[config.mk]
export PLATFORM = sky130hd
export DESIGN_NAME = servo_group_ramp_flat
export DESIGN_NICKNAME = d
export VERILOG_FILES = /design/src/rtl/srg_pkg.sv /design/src/rtl/srg_move_if.sv /design/src/rtl/srg_step_if.sv /design/src/rtl/servo_group_ramp.sv /design/src/rtl/srg_ram.sv /design/src/rtl/srg_lane.sv /design/src/rtl/srg_merge.sv /design/src/flat_wrapper.sv
export SDC_FILE = /design/constraint.sdc
export NUM_CORES = 1
export LEC_CHECK = 0
export ABC_CLOCK_PERIOD_IN_PS = 4700
export BUFFER_PORTS_ARGS = -buffer_cell sky130_fd_sc_hd__buf_2
export CORE_MARGIN = 10
export CORE_UTILIZATION = 30
export CTS_CLUSTER_SIZE = 30
export DETAILED_ROUTE_END_ITERATION = 7
export REMOVE_ABC_BUFFERS = 1
export SLEW_MARGIN = 20
export SYNTH_ARGS = -nofsm -noshare
export SYNTH_HDL_FRONTEND = slang
export SYNTH_SLANG_ARGS = --single-unit
[constraint.sdc]
create_clock -name clk -period 4.7 [get_ports clk]
set_clock_uncertainty 0.1 [all_clocks]
set_input_delay 0.47 -clock clk [delete_from_list [all_inputs] [get_ports clk]]
set_output_delay 0.47 -clock clk [all_outputs]
set_load 0.05 [all_outputs]
[src/rtl/srg_pkg.sv]
package srg_pkg;

	// Table geometry
	localparam int CHANNELS_PER_SIDE = 9;
	localparam int TBL_DEPTH = 2 * CHANNELS_PER_SIDE;
	localparam int TBL_AW = $clog2(TBL_DEPTH);

	// Lanes carried by one move item
	localparam int NLANES = 3;
	localparam int LIDX_W = (NLANES > 1) ? $clog2(NLANES) : 1;

	// Field widths
	localparam int SIDE_W = 1;
	localparam int CNT_W = 2;
	localparam int CHAN_W = 4;
	localparam int ANGLE_W = 9;
	localparam int STEP_W = 6;
	localparam int INC_W = ANGLE_W + 1;
	localparam int REM_W = STEP_W;
	localparam int QCNT_W = $clog2(ANGLE_W + 1);

	typedef logic signed [INC_W-1:0] inc_t;

	typedef struct packed {
		logic valid;
		logic [CHAN_W-1:0] chan;
		logic [ANGLE_W-1:0] goal;
	} lane_info_t;

	typedef enum logic [2:0] {
		ST_IDLE,
		ST_READ,
		ST_DIV,
		ST_MERGE,
		ST_EMIT,
		ST_WRITE
	} srg_state_t;

endpackage

[src/rtl/srg_move_if.sv]
interface srg_move_if import srg_pkg::*; ();
	logic valid;
	logic ready;
	logic [SIDE_W-1:0] side;
	logic [CNT_W-1:0] lane_count;
	logic [CHAN_W-1:0] chan_a;
	logic [ANGLE_W-1:0] goal_a;
	logic [CHAN_W-1:0] chan_b;
	logic [ANGLE_W-1:0] goal_b;
	logic [CHAN_W-1:0] chan_c;
	logic [ANGLE_W-1:0] goal_c;
	logic [STEP_W-1:0] step_total;

	modport source (
		output valid, side, lane_count, chan_a, goal_a, chan_b, goal_b, chan_c, goal_c,
			step_total,
		input ready
	);

	modport sink (
		input valid, side, lane_count, chan_a, goal_a, chan_b, goal_b, chan_c, goal_c,
			step_total,
		output ready
	);
endinterface

[src/rtl/srg_step_if.sv]
interface srg_step_if import srg_pkg::*; ();
	logic valid;
	logic ready;
	logic [SIDE_W-1:0] out_side;
	logic [STEP_W-1:0] step_index;
	logic [CHAN_W-1:0] out_chan_a;
	logic [ANGLE_W-1:0] angle_a;
	logic [CHAN_W-1:0] out_chan_b;
	logic [ANGLE_W-1:0] angle_b;
	logic [CHAN_W-1:0] out_chan_c;
	logic [ANGLE_W-1:0] angle_c;
	logic [NLANES-1:0] lane_valid;
	logic bad_channel;
	logic last;

	modport source (
		output valid, out_side, step_index, out_chan_a, angle_a, out_chan_b, angle_b,
			out_chan_c, angle_c, lane_valid, bad_channel, last,
		input ready
	);

	modport sink (
		input valid, out_side, step_index, out_chan_a, angle_a, out_chan_b, angle_b,
			out_chan_c, angle_c, lane_valid, bad_channel, last,
		output ready
	);
endinterface

[src/rtl/servo_group_ramp.sv]
// Linear position ramp for groups of servo channels on two driver sides. A move item names a
// side, up to three channel/target lanes and a step count S; the block answers with S+1 step
// items, each carrying start + increment*k for every lane in range, the last one marked, and
// then stores the targets as the new channel angles. One move at a time: the block takes an
// item, reads the start angles of its lanes from the angle table (one read per lane), runs a
// bit-serial divider in each lane (one quotient bit per cycle), merges repeated channels, emits
// the steps and writes the targets back one lane per cycle. The table starts at zero after
// reset through per-entry valid bits, so no clearing pass is needed.
module servo_group_ramp import srg_pkg::*; (
	input  logic       clk,
	input  logic       arst_n,
	srg_move_if.sink   move_in,
	srg_step_if.source step_out
);

	srg_state_t state_q, state_d;
	logic [LIDX_W-1:0] idx_q, idx_d;
	logic [SIDE_W-1:0] side_q;
	logic [STEP_W-1:0] steps_q;
	logic [STEP_W-1:0] k_q;
	logic bad_q;
	logic [TBL_DEPTH-1:0] vbits_q;
	logic rd_pend_s1;
	logic [LIDX_W-1:0] rd_lane_s1;
	logic rd_hit_s1;

	logic take;
	logic rd_en;
	logic wr_en;
	logic step_adv;
	logic merge_load;
	logic emit_last;
	logic [TBL_AW-1:0] lane_addr;
	logic [ANGLE_W-1:0] rdata;
	logic [ANGLE_W-1:0] start_value;

	logic [CHAN_W-1:0] in_chan [NLANES];
	logic [ANGLE_W-1:0] in_goal [NLANES];
	logic [NLANES-1:0] used;
	logic [NLANES-1:0] chan_ok;
	lane_info_t lane_in [NLANES];
	lane_info_t info [NLANES];
	inc_t quot [NLANES];
	inc_t inc [NLANES];
	logic [ANGLE_W-1:0] angle [NLANES];
	logic [NLANES-1:0] done_v;
	logic [NLANES-1:0] start_we;
	logic [NLANES-1:0] vmask;

	// Unpack the lanes of the move item
	assign in_chan[0] = move_in.chan_a;
	assign in_chan[1] = move_in.chan_b;
	assign in_chan[2] = move_in.chan_c;
	assign in_goal[0] = move_in.goal_a;
	assign in_goal[1] = move_in.goal_b;
	assign in_goal[2] = move_in.goal_c;

	for (genvar i = 0; i < NLANES; i++) begin : g_lane
		assign used[i] = CNT_W'(i) < move_in.lane_count;
		assign chan_ok[i] = {1'b0, in_chan[i]} < (CHAN_W + 1)'(CHANNELS_PER_SIDE);
		assign lane_in[i].valid = used[i] && chan_ok[i];
		assign lane_in[i].chan = in_chan[i];
		assign lane_in[i].goal = in_goal[i];
		assign start_we[i] = rd_pend_s1 && (rd_lane_s1 == LIDX_W'(i));
		assign vmask[i] = info[i].valid;

		srg_lane u_lane (
			.clk         (clk),
			.arst_n      (arst_n),
			.take        (take),
			.lane_in     (lane_in[i]),
			.steps       (steps_q),
			.start_we    (start_we[i]),
			.start_value (start_value),
			.step_adv    (step_adv),
			.inc         (inc[i]),
			.info        (info[i]),
			.quot        (quot[i]),
			.done        (done_v[i]),
			.angle       (angle[i])
		);
	end

	srg_merge u_merge (
		.clk  (clk),
		.load (merge_load),
		.info (info),
		.quot (quot),
		.inc  (inc)
	);

	// Table entry of the lane in hand; unused lanes point at entry zero
	always_comb begin
		lane_addr = '0;
		if (info[idx_q].valid) begin
			lane_addr = side_q[0] ? TBL_AW'(info[idx_q].chan) + TBL_AW'(CHANNELS_PER_SIDE)
				: TBL_AW'(info[idx_q].chan);
		end
	end

	srg_ram #(
		.WIDTH (ANGLE_W),
		.DEPTH (TBL_DEPTH)
	) u_tbl (
		.clk   (clk),
		.we    (wr_en),
		.waddr (lane_addr),
		.wdata (info[idx_q].goal),
		.re    (rd_en),
		.raddr (lane_addr),
		.rdata (rdata)
	);

	// An entry never written reads as zero
	assign start_value = rd_hit_s1 ? rdata : '0;

	// Sequencer: next state and strobes
	always_comb begin
		state_d = state_q;
		idx_d = idx_q;
		take = 1'b0;
		rd_en = 1'b0;
		wr_en = 1'b0;
		step_adv = 1'b0;
		merge_load = 1'b0;
		move_in.ready = 1'b0;
		step_out.valid = 1'b0;
		emit_last = k_q == steps_q;
		unique case (state_q)
			ST_IDLE: begin
				move_in.ready = 1'b1;
				if (move_in.valid) begin
					take = 1'b1;
					idx_d = '0;
					state_d = ST_READ;
				end
			end
			ST_READ: begin
				rd_en = 1'b1;
				if (idx_q == LIDX_W'(NLANES - 1)) begin
					idx_d = '0;
					state_d = ST_DIV;
				end else begin
					idx_d = idx_q + 1'b1;
				end
			end
			ST_DIV: begin
				if (&done_v) begin
					state_d = ST_MERGE;
				end
			end
			ST_MERGE: begin
				merge_load = 1'b1;
				state_d = ST_EMIT;
			end
			ST_EMIT: begin
				step_out.valid = 1'b1;
				if (step_out.ready) begin
					if (emit_last) begin
						idx_d = '0;
						state_d = ST_WRITE;
					end else begin
						step_adv = 1'b1;
					end
				end
			end
			ST_WRITE: begin
				wr_en = info[idx_q].valid;
				if (idx_q == LIDX_W'(NLANES - 1)) begin
					state_d = ST_IDLE;
				end else begin
					idx_d = idx_q + 1'b1;
				end
			end
			default: begin
				state_d = ST_IDLE;
			end
		endcase
	end

	// Sequencer state
	always_ff @(posedge clk or negedge arst_n) begin
		if (!arst_n) begin
			state_q <= ST_IDLE;
			idx_q <= '0;
			k_q <= '0;
			rd_pend_s1 <= 1'b0;
			vbits_q <= '0;
		end else begin
			state_q <= state_d;
			idx_q <= idx_d;
			rd_pend_s1 <= rd_en;
			if (take) begin
				k_q <= '0;
			end else if (step_adv) begin
				k_q <= k_q + 1'b1;
			end
			if (wr_en) begin
				vbits_q[lane_addr] <= 1'b1;
			end
		end
	end

	// Hold move fields and the read tag
	always_ff @(posedge clk) begin
		if (take) begin
			side_q <= move_in.side;
			steps_q <= move_in.step_total;
			bad_q <= |(used & ~chan_ok);
		end
		rd_lane_s1 <= idx_q;
		rd_hit_s1 <= vbits_q[lane_addr];
	end

	// Result fields from registers; the last flag compares the step counter with the step count
	assign step_out.out_side = side_q;
	assign step_out.step_index = k_q;
	assign step_out.out_chan_a = info[0].chan;
	assign step_out.angle_a = angle[0];
	assign step_out.out_chan_b = info[1].chan;
	assign step_out.angle_b = angle[1];
	assign step_out.out_chan_c = info[2].chan;
	assign step_out.angle_c = angle[2];
	assign step_out.lane_valid = vmask;
	assign step_out.bad_channel = bad_q;
	assign step_out.last = emit_last;

endmodule

[src/rtl/srg_ram.sv]
module srg_ram #(
	parameter int WIDTH = 8,
	parameter int DEPTH = 16
) (
	input  logic                     clk,
	input  logic                     we,
	input  logic [$clog2(DEPTH)-1:0] waddr,
	input  logic [WIDTH-1:0]         wdata,
	input  logic                     re,
	input  logic [$clog2(DEPTH)-1:0] raddr,
	output logic [WIDTH-1:0]         rdata
);

	logic [WIDTH-1:0] mem_q [DEPTH];

	// Write port
	always_ff @(posedge clk) begin
		if (we) begin
			mem_q[waddr] <= wdata;
		end
	end

	// Registered read port
	always_ff @(posedge clk) begin
		if (re) begin
			rdata <= mem_q[raddr];
		end
	end

endmodule

[src/rtl/srg_lane.sv]
module srg_lane import srg_pkg::*; (
	input  logic               clk,
	input  logic               arst_n,
	input  logic               take,
	input  lane_info_t         lane_in,
	input  logic [STEP_W-1:0]  steps,
	input  logic               start_we,
	input  logic [ANGLE_W-1:0] start_value,
	input  logic               step_adv,
	input  inc_t               inc,
	output lane_info_t         info,
	output inc_t               quot,
	output logic               done,
	output logic [ANGLE_W-1:0] angle
);

	lane_info_t info_q;
	logic [ANGLE_W-1:0] angle_q;
	logic [ANGLE_W-1:0] dvd_q;
	logic [REM_W-1:0] rem_q;
	logic [ANGLE_W-1:0] quo_q;
	logic neg_q;
	logic [QCNT_W-1:0] cnt_q;
	logic busy_q;
	logic done_q;

	logic [ANGLE_W-1:0] start_eff;
	inc_t diff;
	inc_t mag;
	logic [REM_W:0] trial;
	logic fits;
	inc_t quot_pos;

	// Signed distance to the goal and its magnitude
	always_comb begin
		start_eff = info_q.valid ? start_value : '0;
		diff = inc_t'({1'b0, info_q.goal}) - inc_t'({1'b0, start_eff});
		mag = diff[INC_W-1] ? -diff : diff;
	end

	// One restoring division step
	always_comb begin
		trial = {rem_q, dvd_q[ANGLE_W-1]};
		fits = trial >= {1'b0, steps};
	end

	// Hold move fields; drop the channel of an unused lane
	always_ff @(posedge clk) begin
		if (take) begin
			info_q.valid <= lane_in.valid;
			info_q.chan <= lane_in.valid ? lane_in.chan : '0;
			info_q.goal <= lane_in.goal;
		end
	end

	// Divider control
	always_ff @(posedge clk or negedge arst_n) begin
		if (!arst_n) begin
			busy_q <= 1'b0;
			done_q <= 1'b0;
			cnt_q <= '0;
		end else if (take) begin
			busy_q <= 1'b0;
			done_q <= 1'b0;
		end else if (start_we) begin
			busy_q <= 1'b1;
			cnt_q <= QCNT_W'(ANGLE_W);
		end else if (busy_q) begin
			cnt_q <= cnt_q - 1'b1;
			if (cnt_q == QCNT_W'(1)) begin
				busy_q <= 1'b0;
				done_q <= 1'b1;
			end
		end
	end

	// Divider datapath: one quotient bit per cycle
	always_ff @(posedge clk) begin
		if (start_we) begin
			dvd_q <= mag[ANGLE_W-1:0];
			rem_q <= '0;
			quo_q <= '0;
			neg_q <= diff[INC_W-1];
		end else if (busy_q) begin
			dvd_q <= {dvd_q[ANGLE_W-2:0], 1'b0};
			rem_q <= fits ? REM_W'(trial - {1'b0, steps}) : trial[REM_W-1:0];
			quo_q <= {quo_q[ANGLE_W-2:0], fits};
		end
	end

	// Load the start angle, then advance by the merged increment
	always_ff @(posedge clk) begin
		if (start_we) begin
			angle_q <= start_eff;
		end else if (step_adv) begin
			angle_q <= angle_q + inc[ANGLE_W-1:0];
		end
	end

	// Truncating quotient with the sign restored; no steps means no increment
	always_comb begin
		quot_pos = inc_t'({1'b0, quo_q});
		if (steps == '0) begin
			quot = '0;
		end else begin
			quot = neg_q ? -quot_pos : quot_pos;
		end
	end

	assign info = info_q;
	assign done = done_q;
	assign angle = angle_q;

endmodule

[src/rtl/srg_merge.sv]
module srg_merge import srg_pkg::*; (
	input  logic       clk,
	input  logic       load,
	input  lane_info_t info [NLANES],
	input  inc_t       quot [NLANES],
	output inc_t       inc [NLANES]
);

	inc_t sel [NLANES];
	inc_t inc_q [NLANES];

	// Pick the increment of the latest valid lane on the same channel
	always_comb begin
		for (int i = 0; i < NLANES; i++) begin
			sel[i] = info[i].valid ? quot[i] : '0;
			for (int j = i + 1; j < NLANES; j++) begin
				if (info[i].valid && info[j].valid && info[j].chan == info[i].chan) begin
					sel[i] = quot[j];
				end
			end
		end
	end

	always_ff @(posedge clk) begin
		if (load) begin
			inc_q <= sel;
		end
	end

	assign inc = inc_q;

endmodule

[src/flat_wrapper.sv]
// flat-port wrapper written by rule: the top's interface ports become plain ports
module servo_group_ramp_flat import srg_pkg::*;
  (clk, arst_n, move_in_valid, move_in_side, move_in_lane_count, move_in_chan_a, move_in_goal_a, move_in_chan_b, move_in_goal_b, move_in_chan_c, move_in_goal_c, move_in_step_total, move_in_ready, step_out_valid, step_out_out_side, step_out_step_index, step_out_out_chan_a, step_out_angle_a, step_out_out_chan_b, step_out_angle_b, step_out_out_chan_c, step_out_angle_c, step_out_lane_valid, step_out_bad_channel, step_out_last, step_out_ready);
  srg_move_if move_in_i ();
  srg_step_if step_out_i ();
  input  logic clk;
  input  logic arst_n;
  input wire logic [$bits(move_in_i.valid)-1:0] move_in_valid;
  input wire logic [$bits(move_in_i.side)-1:0] move_in_side;
  input wire logic [$bits(move_in_i.lane_count)-1:0] move_in_lane_count;
  input wire logic [$bits(move_in_i.chan_a)-1:0] move_in_chan_a;
  input wire logic [$bits(move_in_i.goal_a)-1:0] move_in_goal_a;
  input wire logic [$bits(move_in_i.chan_b)-1:0] move_in_chan_b;
  input wire logic [$bits(move_in_i.goal_b)-1:0] move_in_goal_b;
  input wire logic [$bits(move_in_i.chan_c)-1:0] move_in_chan_c;
  input wire logic [$bits(move_in_i.goal_c)-1:0] move_in_goal_c;
  input wire logic [$bits(move_in_i.step_total)-1:0] move_in_step_total;
  output wire logic [$bits(move_in_i.ready)-1:0] move_in_ready;
  output wire logic [$bits(step_out_i.valid)-1:0] step_out_valid;
  output wire logic [$bits(step_out_i.out_side)-1:0] step_out_out_side;
  output wire logic [$bits(step_out_i.step_index)-1:0] step_out_step_index;
  output wire logic [$bits(step_out_i.out_chan_a)-1:0] step_out_out_chan_a;
  output wire logic [$bits(step_out_i.angle_a)-1:0] step_out_angle_a;
  output wire logic [$bits(step_out_i.out_chan_b)-1:0] step_out_out_chan_b;
  output wire logic [$bits(step_out_i.angle_b)-1:0] step_out_angle_b;
  output wire logic [$bits(step_out_i.out_chan_c)-1:0] step_out_out_chan_c;
  output wire logic [$bits(step_out_i.angle_c)-1:0] step_out_angle_c;
  output wire logic [$bits(step_out_i.lane_valid)-1:0] step_out_lane_valid;
  output wire logic [$bits(step_out_i.bad_channel)-1:0] step_out_bad_channel;
  output wire logic [$bits(step_out_i.last)-1:0] step_out_last;
  input wire logic [$bits(step_out_i.ready)-1:0] step_out_ready;
  assign move_in_i.valid = move_in_valid;
  assign move_in_i.side = move_in_side;
  assign move_in_i.lane_count = move_in_lane_count;
  assign move_in_i.chan_a = move_in_chan_a;
  assign move_in_i.goal_a = move_in_goal_a;
  assign move_in_i.chan_b = move_in_chan_b;
  assign move_in_i.goal_b = move_in_goal_b;
  assign move_in_i.chan_c = move_in_chan_c;
  assign move_in_i.goal_c = move_in_goal_c;
  assign move_in_i.step_total = move_in_step_total;
  assign move_in_ready = move_in_i.ready;
  assign step_out_valid = step_out_i.valid;
  assign step_out_out_side = step_out_i.out_side;
  assign step_out_step_index = step_out_i.step_index;
  assign step_out_out_chan_a = step_out_i.out_chan_a;
  assign step_out_angle_a = step_out_i.angle_a;
  assign step_out_out_chan_b = step_out_i.out_chan_b;
  assign step_out_angle_b = step_out_i.angle_b;
  assign step_out_out_chan_c = step_out_i.out_chan_c;
  assign step_out_angle_c = step_out_i.angle_c;
  assign step_out_lane_valid = step_out_i.lane_valid;
  assign step_out_bad_channel = step_out_i.bad_channel;
  assign step_out_last = step_out_i.last;
  assign step_out_i.ready = step_out_ready;
  servo_group_ramp u_core (.clk(clk), .arst_n(arst_n), .move_in(move_in_i), .step_out(step_out_i));
endmodule
==> impl_results.md <==
* Die width at between 200 and 300 um
* Layout cells sized above 1 at between 10 and 15%
* Area growth syn-to-layout at 16.3%
* LEAKAGE at approximately 0.009 uW
* H-tree levels at 2
* GP Congestion at 0.909
* Max-slew violation count at 0
* Synth Register Bits at 401
* Core Util, Final at 35.2%
* R2r setup slk at between 800 and 900 ps
* Die footprint at roughly 79000 um^2
* Crit path launch: u_core.g_lane[0].u_lane.info[13]$_DFFE_PP_
* Synth Cell Area at a little over 20000 um^2
* RR Endpoint: u_core.g_lane[0].u_lane.dvd_q[8]$_DFFE_PN_
* Sink Count at between 400 and 500
* Setup_tns at 0 ps
* 1st-iter DRT viols at approximately 1400
* Ys async rst share at roughly an eighth
* Vias at 14617
* Mapped Cells at around 1800
* Die H at ~280 um
* CP endpoint: u_core.g_lane[0].u_lane.dvd_q[8]$_DFFE_PN_
* Most common cell in the netlist: edfxtp_1
* Post-CTS Setup Inserts at 0
* Row count at 95
* Max Cap Violations at 0
* Post-synth top area share at 45.0%
* Routed WL at about 59 mm
* CTS tree: built
* Crit-path cells: and2_1 > nand2_1 > ha_1 > a21o_1 > a21oi_1 > and2_1 > xnor2_1 > or4_1 > o31ai_2 > xnor2_1 > o21ai_1
* Global router's overall resource usage at 14.6%
* Maximum clock rate at 257 MHz
* Remaining DRCs at 0
* Total gr overflow at 0
* Routed length per instance at 20.7 um
* Worst-Skew Late Latency at around 590 ps
* Initial antenna violation count at 0
* Final setup viols at 0
* Leading post-synthesis cells by cell area: edfxtp_1 (45%), dfrtp_1 (5.9%), ha_1 (5.5%), dfxtp_1 (4.7%), mux2i_1 (4.2%)
* Port Buffers at roughly 100
* Hold_buf cts at 33
* Synth warn at 0
* RSZ-0062 raised after global routing: false
* Slew of the pin with the lowest slew margin at 1170 ps
* I/O pin cnt at ~110
* First-pass GRT wire length at a little under 90 mm
* CTS Buffer Depth at 3
* Final #Nets at between 2000 and 2500
* Post-synth EDFFs at 305
* Crit path kind: flop to flop
* Final hold vios at 0
* FF-to-FF path depth at 11
* Largest net degree at the start of global routing at 49
* Antenna viol nets, final at 0
* Final HPWL DP at roughly 43 mm
* Crit-path max FO at 11
* CP required at ~5000 ps
* Clock transition at path regs at approximately 70 ps
* Rel. slew slack at between 20% and 30%
* DR pass1 iterations at 7
* Synth top cells by count: edfxtp_1 (305), nand2_1 (174), nor2_1 (165)
* Post_cts resized at 0
* Ant. Diodes at 0
* Crit path DAT at between 4000 and 5000 ps
* Clock root cell: clkbuf_16
* Status: finished clean
* CP Launch Type: flop
* Peak VDD IR at between 0.3 and 0.4 mV
* Class of the worst hold path: input pin to flop
* Nature of the critical path endpoint: flop
* Part of the cycle the worst path needs at slightly above 80%
* Yosys top cell by area: edfxtp_1
* Main flop type after synthesis: edfxtp_1
* Critical R2R Launch: u_core.g_lane[0].u_lane.info[13]$_DFFE_PP_
* Slowest-stage cell, CP: edfxtp_1
* Starting density of the core at 30.3%
* Via-to-Cell Ratio at roughly 5
* Core area at about 67000 um^2
* Register area share after synthesis at around 56%
* Count of different cell masters after synthesis at between 80 and 90
* Pwr Density at slightly below 700 nW/um^2
* Clock buffer count from CTS at between 40 and 50
* Synthesized area per cell at between 10 and 15 um^2
* Vias in the first global route at roughly 15000
* Fin crit period at slightly below 4000 ps
* Max stage delay on crit path at 700 ps
==> layer usage <==
layer	GRT usage [%]	part of all wire, %	vias up
met4	3.38	2.1	0
met3	2.35	6.3	88
li1	-	-	6890
met2	23.9	46	480
met5	0	0	-
met1	20.0	45	7159
==> logic make-up (layout without fill, tap and decap cells) <==
logic type | Yosys count | count (layout) | share of synthesized area [%]
AND/OR/NAND/NOR | 537 | 537 | 12.2
AO/OA/AOI/OAI | 406 | 406 | 13.0
flip-flops | 401 | 401 | 55.6
buffers and inverters | 168 | 338 | 3.67
XOR/XNOR | 101 | 101 | 4.34
adder cells (fa/ha/maj) | 98 | 98 | 6.35
multiplexers | 95 | 95 | 4.74
==> cell type report <==
| cell class | count | area, um^2 |
|---|---|---|
| Clock buffer | 57 | 1170 |
| Clock inverter | 21 | 258 |
| Fill cell | 6632 | 43600 |
| Inverter | 80 | 300 |
| Multi-Input combinational cell | 1237 | 8360 |
| Sequential cell | 401 | 11300 |
| Tap cell | 873 | 1090 |
| Timing Repair Buffer | 180 | 1180 |
==> registers in the layout, indices dropped and copies added (netlist names), 9 cells and up <==
register / flops
u_core.u_tbl.mem_q: 162
u_core.g_lane.u_lane.angle: 27
u_core.g_lane.u_lane.dvd_q: 27
u_core.g_lane.u_lane.quo_q: 27
u_core.g_lane.u_lane.cnt_q: 12
u_core.u_tbl.rdata: 9
u_core.g_lane.u_lane.info: 42
u_core.vbits_q: 18
u_core.g_lane.u_lane.rem_q: 18
u_core.u_merge.inc: 27
==> power by group <==
part	total (uW)	internal, uW	switching (uW)
logic	7080	2470	4620
registers	5860	5090	774
clock network	3430	1940	1490
==> critical path, delay by kind of cell, from the launching register on <==
family / cells / cell delay (ps)
flops: 1 / 700
fa+ha+maj: 1 / 360
simple gates: 4 / 1460
compound gates: 4 / 710
xor+xnor: 2 / 280
==> worst min-delay path by stage <==
| stage | from | end | slack, ps | depth (start not counted) |
|---|---|---|---|---|
| 2_1_floorplan | arst_n | u_core.g_lane[0].u_lane.busy_q$_DFF_PN0_ | 70 | 0 |
| 3_3_place_gp | u_core.vbits_q[7]$_DFFE_PN0P_ | u_core.vbits_q[7]$_DFFE_PN0P_ | 350 | 1 |
| 3_5_place_dp | u_core.vbits_q[7]$_DFFE_PN0P_ | u_core.vbits_q[7]$_DFFE_PN0P_ | 350 | 1 |
| 4_1_cts | move_in_goal_a[6] | u_core.g_lane[0].u_lane.info[6]$_DFFE_PP_ | 0.05 | 1 |
| 5_1_grt | move_in_goal_a[4] | u_core.g_lane[0].u_lane.info[4]$_DFFE_PP_ | 2 | 1 |
| 6_report | move_in_goal_a[4] | u_core.g_lane[0].u_lane.info[4]$_DFFE_PP_ | 20 | 1 |
==> through the flow <==
step                setup slack [ps]  total power (uW)  cell area [um^2]  hold slack [ps]  cells
floorplan                        225             10500             19900             74.4   1718
global placement                 924             12800             21900              351   2737
detailed placement               859             12900             21900              350   2737
CTS                              849             16400             23600           0.0537   2848
global route                     539             17400             23700             2.24   2849
finish                           803             16400             23700             16.2   2849
==> cell usage in the layout (no fill, tap or decap), types with 22 or more instances in the layout <==
cell	count
o22ai_1	22
inv_1	75
a21oi_1	84
dfxtp_1	48
buf_4	42
dfrtp_1	48
nand2_1	174
nand3_1	28
ha_1	89
nor3_1	33
buf_2	104
mux2i_1	86
nor2_1	164
edfxtp_1	305
xor2_1	42
o21ai_0	109
xnor2_1	59
clkbuf_16	42
dlygate4sd3_1	34
(Power assumes the default switching activity.)
